<file path="src/rtl/core/igfr_pkg.sv">
// igfr_pkg: shared types and constants for the idle gap frame receiver
// no dependencies; used by idle_gap_frame_receiver
`timescale 1ns / 1ps

package igfr_pkg;

    localparam int unsigned DEPTH_DEF    = 64;
    localparam int unsigned BYTE_W       = 8;
    localparam int unsigned POS_W        = 6;
    localparam int unsigned LEN_W        = 7;
    localparam int unsigned LIMIT_W      = 8;
    localparam int unsigned APB_DATA_W   = 32;
    localparam int unsigned APB_ADDR_W   = 1;

    localparam logic [LIMIT_W-1:0]    LIMIT_RESET    = 8'd5;
    localparam logic [LIMIT_W-1:0]    IDLE_MAX       = 8'd255;
    localparam logic [APB_ADDR_W-1:0] REG_IDLE_LIMIT = 1'b0;

    localparam logic OP_BYTE = 1'b0;
    localparam logic OP_TICK = 1'b1;

    typedef enum logic {
        S_COLLECT,
        S_READOUT
    } t_state;

endpackage

</file>
<file path="src/rtl/core/idle_gap_frame_receiver.sv">
// idle_gap_frame_receiver: buffers received bytes and emits the frame after an idle gap
// depends on igfr_pkg
//
//  channel   handshake                  payload
//  input     i_in_valid / o_in_ready    i_opcode, i_rx_byte
//  output    o_out_valid / i_out_ready  o_frame_byte, o_byte_position, o_frame_length,
//                                       o_last_of_frame
//  config    psel, penable, pwrite      paddr, pwdata, prdata (pready tied high)
//
// bytes and ticks are taken while collecting; bytes go into frame memory while it has room
// a closing tick starts readout: one word per cycle via the memory read port while the
// output accepts; input is closed until the last word moves into the output register
// the output register lets the last word wait while the next input word is taken
// reset (synchronous, active low) clears counts and pending mark, loads limit 5; memory kept
`timescale 1ns / 1ps

module idle_gap_frame_receiver #(
    parameter int unsigned DEPTH = igfr_pkg::DEPTH_DEF
) (
    input  logic                                i_clk,
    input  logic                                i_rst_n,

    input  logic                                i_in_valid,
    output logic                                o_in_ready,
    input  logic                                i_opcode,
    input  logic [igfr_pkg::BYTE_W-1:0]         i_rx_byte,

    output logic                                o_out_valid,
    input  logic                                i_out_ready,
    output logic [igfr_pkg::BYTE_W-1:0]         o_frame_byte,
    output logic [igfr_pkg::POS_W-1:0]          o_byte_position,
    output logic [igfr_pkg::LEN_W-1:0]          o_frame_length,
    output logic                                o_last_of_frame,

    input  logic                                psel,
    input  logic                                penable,
    input  logic                                pwrite,
    input  logic [igfr_pkg::APB_ADDR_W-1:0]     paddr,
    input  logic [igfr_pkg::APB_DATA_W-1:0]     pwdata,
    output logic [igfr_pkg::APB_DATA_W-1:0]     prdata,
    output logic                                pready
);

    localparam int unsigned CW = $clog2(DEPTH + 1);
    localparam int unsigned AW = (DEPTH > 1) ? $clog2(DEPTH) : 1;
    localparam logic [CW-1:0] DEPTH_C = CW'(DEPTH);

    logic [igfr_pkg::BYTE_W-1:0] r_mem [DEPTH];
    logic [igfr_pkg::BYTE_W-1:0] r_mem_q;

    igfr_pkg::t_state               r_state, n_state;
    logic [CW-1:0]                  r_count, n_count;
    logic                           r_pending, n_pending;
    logic [igfr_pkg::LIMIT_W-1:0]   r_idle, n_idle;
    logic [igfr_pkg::LIMIT_W-1:0]   r_limit;
    logic [CW-1:0]                  r_rd_idx, n_rd_idx;
    logic [CW-1:0]                  r_rd_pos, n_rd_pos;
    logic                           r_rd_vld, n_rd_vld;
    logic                           r_out_vld, n_out_vld;

    logic [igfr_pkg::BYTE_W-1:0]    r_out_byte;
    logic [igfr_pkg::POS_W-1:0]     r_out_pos;
    logic [igfr_pkg::LEN_W-1:0]     r_out_len;
    logic                           r_out_last;

    logic                           in_acc;
    logic                           mem_wr;
    logic                           rd_issue;
    logic                           out_load;
    logic [igfr_pkg::LIMIT_W-1:0]   idle_inc;
    logic [CW+igfr_pkg::LEN_W-1:0]  pos_ext;
    logic [CW+igfr_pkg::LEN_W-1:0]  len_ext;
    logic                           cfg_wr;

    // configuration port
    assign pready = 1'b1;
    assign cfg_wr = psel && penable && pwrite && (paddr == igfr_pkg::REG_IDLE_LIMIT);

    always_ff @(posedge i_clk) begin
        if (!i_rst_n) begin
            r_limit <= igfr_pkg::LIMIT_RESET;
        end else if (cfg_wr) begin
            r_limit <= pwdata[igfr_pkg::LIMIT_W-1:0];
        end
    end

    always_comb begin
        prdata = '0;
        if (paddr == igfr_pkg::REG_IDLE_LIMIT) begin
            prdata[igfr_pkg::LIMIT_W-1:0] = r_limit;
        end
    end

    // control
    assign o_in_ready = (r_state == igfr_pkg::S_COLLECT);
    assign in_acc     = i_in_valid && o_in_ready;
    assign mem_wr     = in_acc && (i_opcode == igfr_pkg::OP_BYTE) && (r_count < DEPTH_C);
    assign out_load   = r_rd_vld && (!r_out_vld || i_out_ready);
    assign rd_issue   = (r_state == igfr_pkg::S_READOUT) && (r_rd_idx != r_count)
                        && (!r_rd_vld || out_load);
    assign idle_inc   = (r_idle == igfr_pkg::IDLE_MAX) ? r_idle : r_idle + 1'b1;

    always_comb begin
        n_state   = r_state;
        n_count   = r_count;
        n_pending = r_pending;
        n_idle    = r_idle;
        n_rd_idx  = r_rd_idx;
        n_rd_pos  = r_rd_pos;
        n_rd_vld  = r_rd_vld;
        n_out_vld = r_out_vld;

        if (out_load) begin
            n_out_vld = 1'b1;
            n_rd_vld  = 1'b0;
        end else if (o_out_valid && i_out_ready) begin
            n_out_vld = 1'b0;
        end

        unique case (r_state)
            igfr_pkg::S_COLLECT: begin
                if (in_acc) begin
                    if (i_opcode == igfr_pkg::OP_BYTE) begin
                        if (mem_wr) begin
                            n_count = r_count + 1'b1;
                        end
                        n_pending = 1'b1;
                        n_idle    = '0;
                    end else if (r_pending) begin
                        n_idle = idle_inc;
                        if (idle_inc >= r_limit) begin
                            n_state   = igfr_pkg::S_READOUT;
                            n_pending = 1'b0;
                            n_idle    = '0;
                            n_rd_idx  = '0;
                        end
                    end
                end
            end
            igfr_pkg::S_READOUT: begin
                if (rd_issue) begin
                    n_rd_idx = r_rd_idx + 1'b1;
                    n_rd_pos = r_rd_idx;
                    n_rd_vld = 1'b1;
                end else if ((r_rd_idx == r_count) && (!r_rd_vld || out_load)) begin
                    n_state = igfr_pkg::S_COLLECT;
                    n_count = '0;
                end
            end
            default: begin
                n_state = igfr_pkg::S_COLLECT;
            end
        endcase
    end

    always_ff @(posedge i_clk) begin
        if (!i_rst_n) begin
            r_state   <= igfr_pkg::S_COLLECT;
            r_count   <= '0;
            r_pending <= 1'b0;
            r_idle    <= '0;
            r_rd_idx  <= '0;
            r_rd_pos  <= '0;
            r_rd_vld  <= 1'b0;
            r_out_vld <= 1'b0;
        end else begin
            r_state   <= n_state;
            r_count   <= n_count;
            r_pending <= n_pending;
            r_idle    <= n_idle;
            r_rd_idx  <= n_rd_idx;
            r_rd_pos  <= n_rd_pos;
            r_rd_vld  <= n_rd_vld;
            r_out_vld <= n_out_vld;
        end
    end

    // frame memory
    always_ff @(posedge i_clk) begin
        if (mem_wr) begin
            r_mem[r_count[AW-1:0]] <= i_rx_byte;
        end
    end

    always_ff @(posedge i_clk) begin
        if (rd_issue) begin
            r_mem_q <= r_mem[r_rd_idx[AW-1:0]];
        end
    end

    // output word register
    assign pos_ext = {{igfr_pkg::LEN_W{1'b0}}, r_rd_pos};
    assign len_ext = {{igfr_pkg::LEN_W{1'b0}}, r_count};

    always_ff @(posedge i_clk) begin
        if (out_load) begin
            r_out_byte <= r_mem_q;
            r_out_pos  <= pos_ext[igfr_pkg::POS_W-1:0];
            r_out_len  <= len_ext[igfr_pkg::LEN_W-1:0];
            r_out_last <= (r_rd_pos == r_count - 1'b1);
        end
    end

    assign o_out_valid     = r_out_vld;
    assign o_frame_byte    = r_out_byte;
    assign o_byte_position = r_out_pos;
    assign o_frame_length  = r_out_len;
    assign o_last_of_frame = r_out_last;

endmodule
</file>
<file path="config.mk">
export PLATFORM = sky130hd
export DESIGN_NAME = idle_gap_frame_receiver
export DESIGN_NICKNAME = d
export VERILOG_FILES = /design/src/rtl/core/igfr_pkg.sv /design/src/rtl/core/idle_gap_frame_receiver.sv
export SDC_FILE = /design/constraint.sdc
export NUM_CORES = 1
export LEC_CHECK = 0
export ABC_AREA = 1
export ABC_CLOCK_PERIOD_IN_PS = 3300
export BUFFER_PORTS_ARGS = -buffer_cell sky130_fd_sc_hd__buf_2
export CORE_MARGIN = 2
export CORE_UTILIZATION = 50
export CTS_BUF_LIST = sky130_fd_sc_hd__clkbuf_8
export DETAILED_ROUTE_END_ITERATION = 10
export GPL_ROUTABILITY_DRIVEN = 1
export PLACE_DENSITY_LB_ADDON = 0.25
export RECOVER_POWER = 50
export SKIP_CTS_REPAIR_TIMING = 1
export SYNTH_ARGS = -nofsm -noshare
export SYNTH_HDL_FRONTEND = slang
export SYNTH_SLANG_ARGS = --single-unit
</file>
<file path="constraint.sdc">
create_clock -name i_clk -period 3.3 [get_ports i_clk]
set_clock_uncertainty 0.1 [all_clocks]
set_input_delay 0.165 -clock i_clk [delete_from_list [all_inputs] [get_ports i_clk]]
set_output_delay 0.165 -clock i_clk [all_outputs]
set_load 0.1 [all_outputs]
</file>
==> impl_metrics.tcl <==
set metrics [dict create \
    status "complete, but fails checks" \
    failed_checks "hold timing, capacitance limit, slew limit" \
    start_util_pct 50.3 \
    grt_pass1_wl_um 92700 \
    maxSlewViolCount 145 \
    hold_path.class "in -> reg" \
    vias_per_cell 5.54 \
    worst_slack_ps 305 \
    p_clk_share_pct 40.4 \
    setup_tns_ps 0 \
    rows 81 \
    io_buffers 56 \
    whs_path_depth 6 \
    hold_path_startpoint "i_in_valid" \
    intPower_uw 11100 \
    die_x_um 225 \
    num_antenna_cells 0 \
    p_sw_share_pct 22.4 \
    clock_latency_ps 680 \
    cts_root_buffer "clkbuf_8" \
    period_needed_ps 2990 \
    crit_chain "ha_1 -> nand3_1 -> nor2_1 -> nand3_1 -> xnor2_1 -> ha_1 -> nand2_1 -> nand3_1 -> nand2_1 -> nand2_1 -> nand2_1 -> nand2_1 -> clkinv_1 -> o21ai_0 -> a21oi_1" \
    hold_viol_final 1 \
    yosysUniqueCellTypes 38 \
    clk_path_buf_depth 3 \
    hpwl_um 37100 \
    ys_ff_latch 583 \
    max-slew-margin-rel_pct -91.4 \
    grt_util_all_layers_pct 24.5 \
    crit_path_frequent_cell "nand2_1" \
    grt_overflow 0 \
    p_leak_uw 0.00998 \
    total_power_uw 14400 \
    drc 0 \
    whs_ps -13.4 \
    core_sq_um 48600 \
    grt_pass1_vias 15900 \
    dp_slack_ps 287 \
    r2r-end "r_pending$_SDFFE_PN0P_" \
    drtPass1Iterations 6 \
    cts.sinks 583 \
    r2r-start "r_idle[0]$_SDFFE_PN0P_" \
    crit_fanout 9 \
    yosys.cell_count.top_type "nand2_1" \
    combPwrFrac_pct 3.2 \
    gp_congestion 0.870 \
    synth-edff-count 542 \
    pin_count 106 \
    critPathRequiredTime_ps 3720 \
    antenna_found_initial 0 \
    worst-r2r-setup-slack_ps 310 \
    cts_inserted_buffers 94 \
    grt_max_degree 127 \
    cp.arrival_ps 3420 \
    power_density_nw_per_um2 522 \
    vias 16700 \
    slowest_stage "dfxtp_1" \
    p_sw_uw 3210 \
    min_to "r_pending$_SDFFE_PN0P_" \
    dieArea_sq_um 50700 \
    die_y_um 225 \
    setup_violations 0 \
    crit_family "simple AND/OR/NAND/NOR gates" \
    drtIter0Drc 1614 \
    h-tree-depth 3 \
    synthArstFlopShare_pct 0 \
    tightest_slew_ps 2870 \
    critical_path_class "reg -> reg" \
    cap_violations 4 \
    cp-start-kind "flip-flop" \
    rr_worst_depth 15 \
    yosys.area.top_type "edfxtp_1" \
    dp_cells 2806 \
    ys_warn_count 0 \
    synthCells 2165 \
    num-nets-final 2367 \
    fmax_mhz 334 \
    routedWlPerCell_um 20.5 \
    syn_avg_cell_area_sq_um 11.3 \
    period_share_pct 90.8 \
    seq_area_frac_synth_pct 69.9 \
    yosys.area.top_type_share_pct 66.6 \
    rsz0062_at_grt "false" \
    cts_tree "done" \
    cpPeakStageDelay_ps 390 \
    worstSetupEndpointType "flip-flop" \
    synth_ff_type "edfxtp_1" \
    max-vdd-ir-drop_uv 263 \
    drive_gt1_share_pct 10.6 \
    clk_pin_slew_worst_paths_ps 60 \
    power.share.sequential_pct 56.4 \
    routed_wl_um 61500 \
    fin_cells 3006 \
    netlist_area_sq_um 24400 \
    yosys-top-cells-count "566 x nand2_1, 542 x edfxtp_1, 354 x nand3_1" \
    critical_path_buf_inv_count 1 \
    drt.antenna.violating_nets 0 \
    fin_util_pct 56.5 \
    area_growth_pct 12.4 \
    synth.top_cells.by_area "edfxtp_1 67%, nand2_1 8.7%, nand3_1 7.2%" \
    fillers 4094 \
]
cells by family (layout without fill, tap and decap cells):
group | after synthesis | in the layout | synth area share, %
buf+inv | 226 | 422 | 4.48
compound gates | 224 | 224 | 4.79
simple gates | 1097 | 1097 | 19.4
xor+xnor | 21 | 21 | 0.752
other cells | 2 | 25 | 0.0307
flops | 583 | 583 | 69.9
fa+ha+maj | 12 | 12 | 0.614
state kept, by name, summed over array words and instances (netlist names), 6 cells and up:
register,flops
r_mem,512
o_frame_byte,8
r_idle,8
r_limit,8
r_mem_q,8
o_frame_length,7
r_count,7
r_rd_idx,7
r_rd_pos,7
o_byte_position,6
layout by cell type (no fill, tap or decap), types with 2 or more instances in the layout:
cell type        n
o21ai_0        103
dfxtp_4          2
dfxtp_1         38
o21ai_1          4
clkinvlp_4       2
nor2_1         151
nor2_2           2
edfxtp_1       542
clkbuf_1        44
dlygate4sd3_1   26
clkbuf_2         2
nand4_1          2
nand2_2          3
clkinv_2        15
conb_1          25
a21oi_1         86
nand3_2          2
xnor2_1          9
nor3_1           5
inv_1           91
clkinv_1        29
bufinv_16        3
xor2_1          12
nand3_4          4
ha_1            12
o22ai_1         24
nand3_1        354
buf_2           24
inv_6            2
clkbuf_8        98
nand4_4          4
o211ai_1         4
buf_4           72
nand2_1        566
buf_12           7
inv_2            6
worst register-to-register path, cell delays in order (launching register included):
cell,delay [ps]
dfxtp_1,390
ha_1,200
nand3_1,100
nor2_1,220
nand3_1,300
xnor2_1,250
ha_1,290
nand2_1,40
nand3_1,70
nand2_1,50
nand2_1,80
nand2_1,60
nand2_1,100
clkinv_1,250
o21ai_0,250
a21oi_1,90
power groups by stage:
stage / clock network [uW] / logic (uW) / registers, uW
floorplan: 0 / 269 / 8240
global placement: 0 / 438 / 8240
detailed placement: 0 / 446 / 8240
CTS: 5910 / 447 / 8090
global route: 6230 / 489 / 8090
finish: 5800 / 463 / 8090
worst max-delay path by stage:
| stage | from | endpoint | slack, ps | cells past startpoint |
|---|---|---|---|---|
| after floorplan | o_out_valid$_SDFFE_PN0P_ | o_byte_position[0]$_DFFE_PP_ | 860 | 1 |
| after global placement | r_idle[0]$_SDFFE_PN0P_ | r_pending$_SDFFE_PN0P_ | 380 | 16 |
| after detailed placement | r_idle[0]$_SDFFE_PN0P_ | r_pending$_SDFFE_PN0P_ | 290 | 16 |
| after CTS | r_idle[0]$_SDFFE_PN0P_ | r_pending$_SDFFE_PN0P_ | 270 | 16 |
| after global routing | r_idle[0]$_SDFFE_PN0P_ | r_pending$_SDFFE_PN0P_ | 30 | 16 |
| final | r_idle[0]$_SDFFE_PN0P_ | r_pending$_SDFFE_PN0P_ | 310 | 15 |
final cells by class:
class / count / area [sq um] / share of cell area [%]
multi-input cells: 1379 / 6340 / 23.1
well taps: 622 / 778 / 2.83
clock inverters: 76 / 394 / 1.43
repair buffers: 175 / 1240 / 4.50
flip-flops and latches: 583 / 17100 / 62.2
inverters: 73 / 283 / 1.03
clock buffers: 98 / 1350 / 4.91
through the flow:
stage               hold WS, ps  cell area (sq um)
CTS                        -446              27300
global placement            292              25600
global route               1.21              27500
detailed placement          295              25600
finish                    -13.4              27500
floorplan                   164              24500
routing by layer:
layer	global-route usage [%]	routed length (um)	share of wire (%)
met1	33.6	26000	42
met2	38.5	28700	47
met3	4.86	4800	7.8
met4	10.0	2110	3.4
met5	0	0	0
Note: power is estimated with default switching activity, not from simulation.
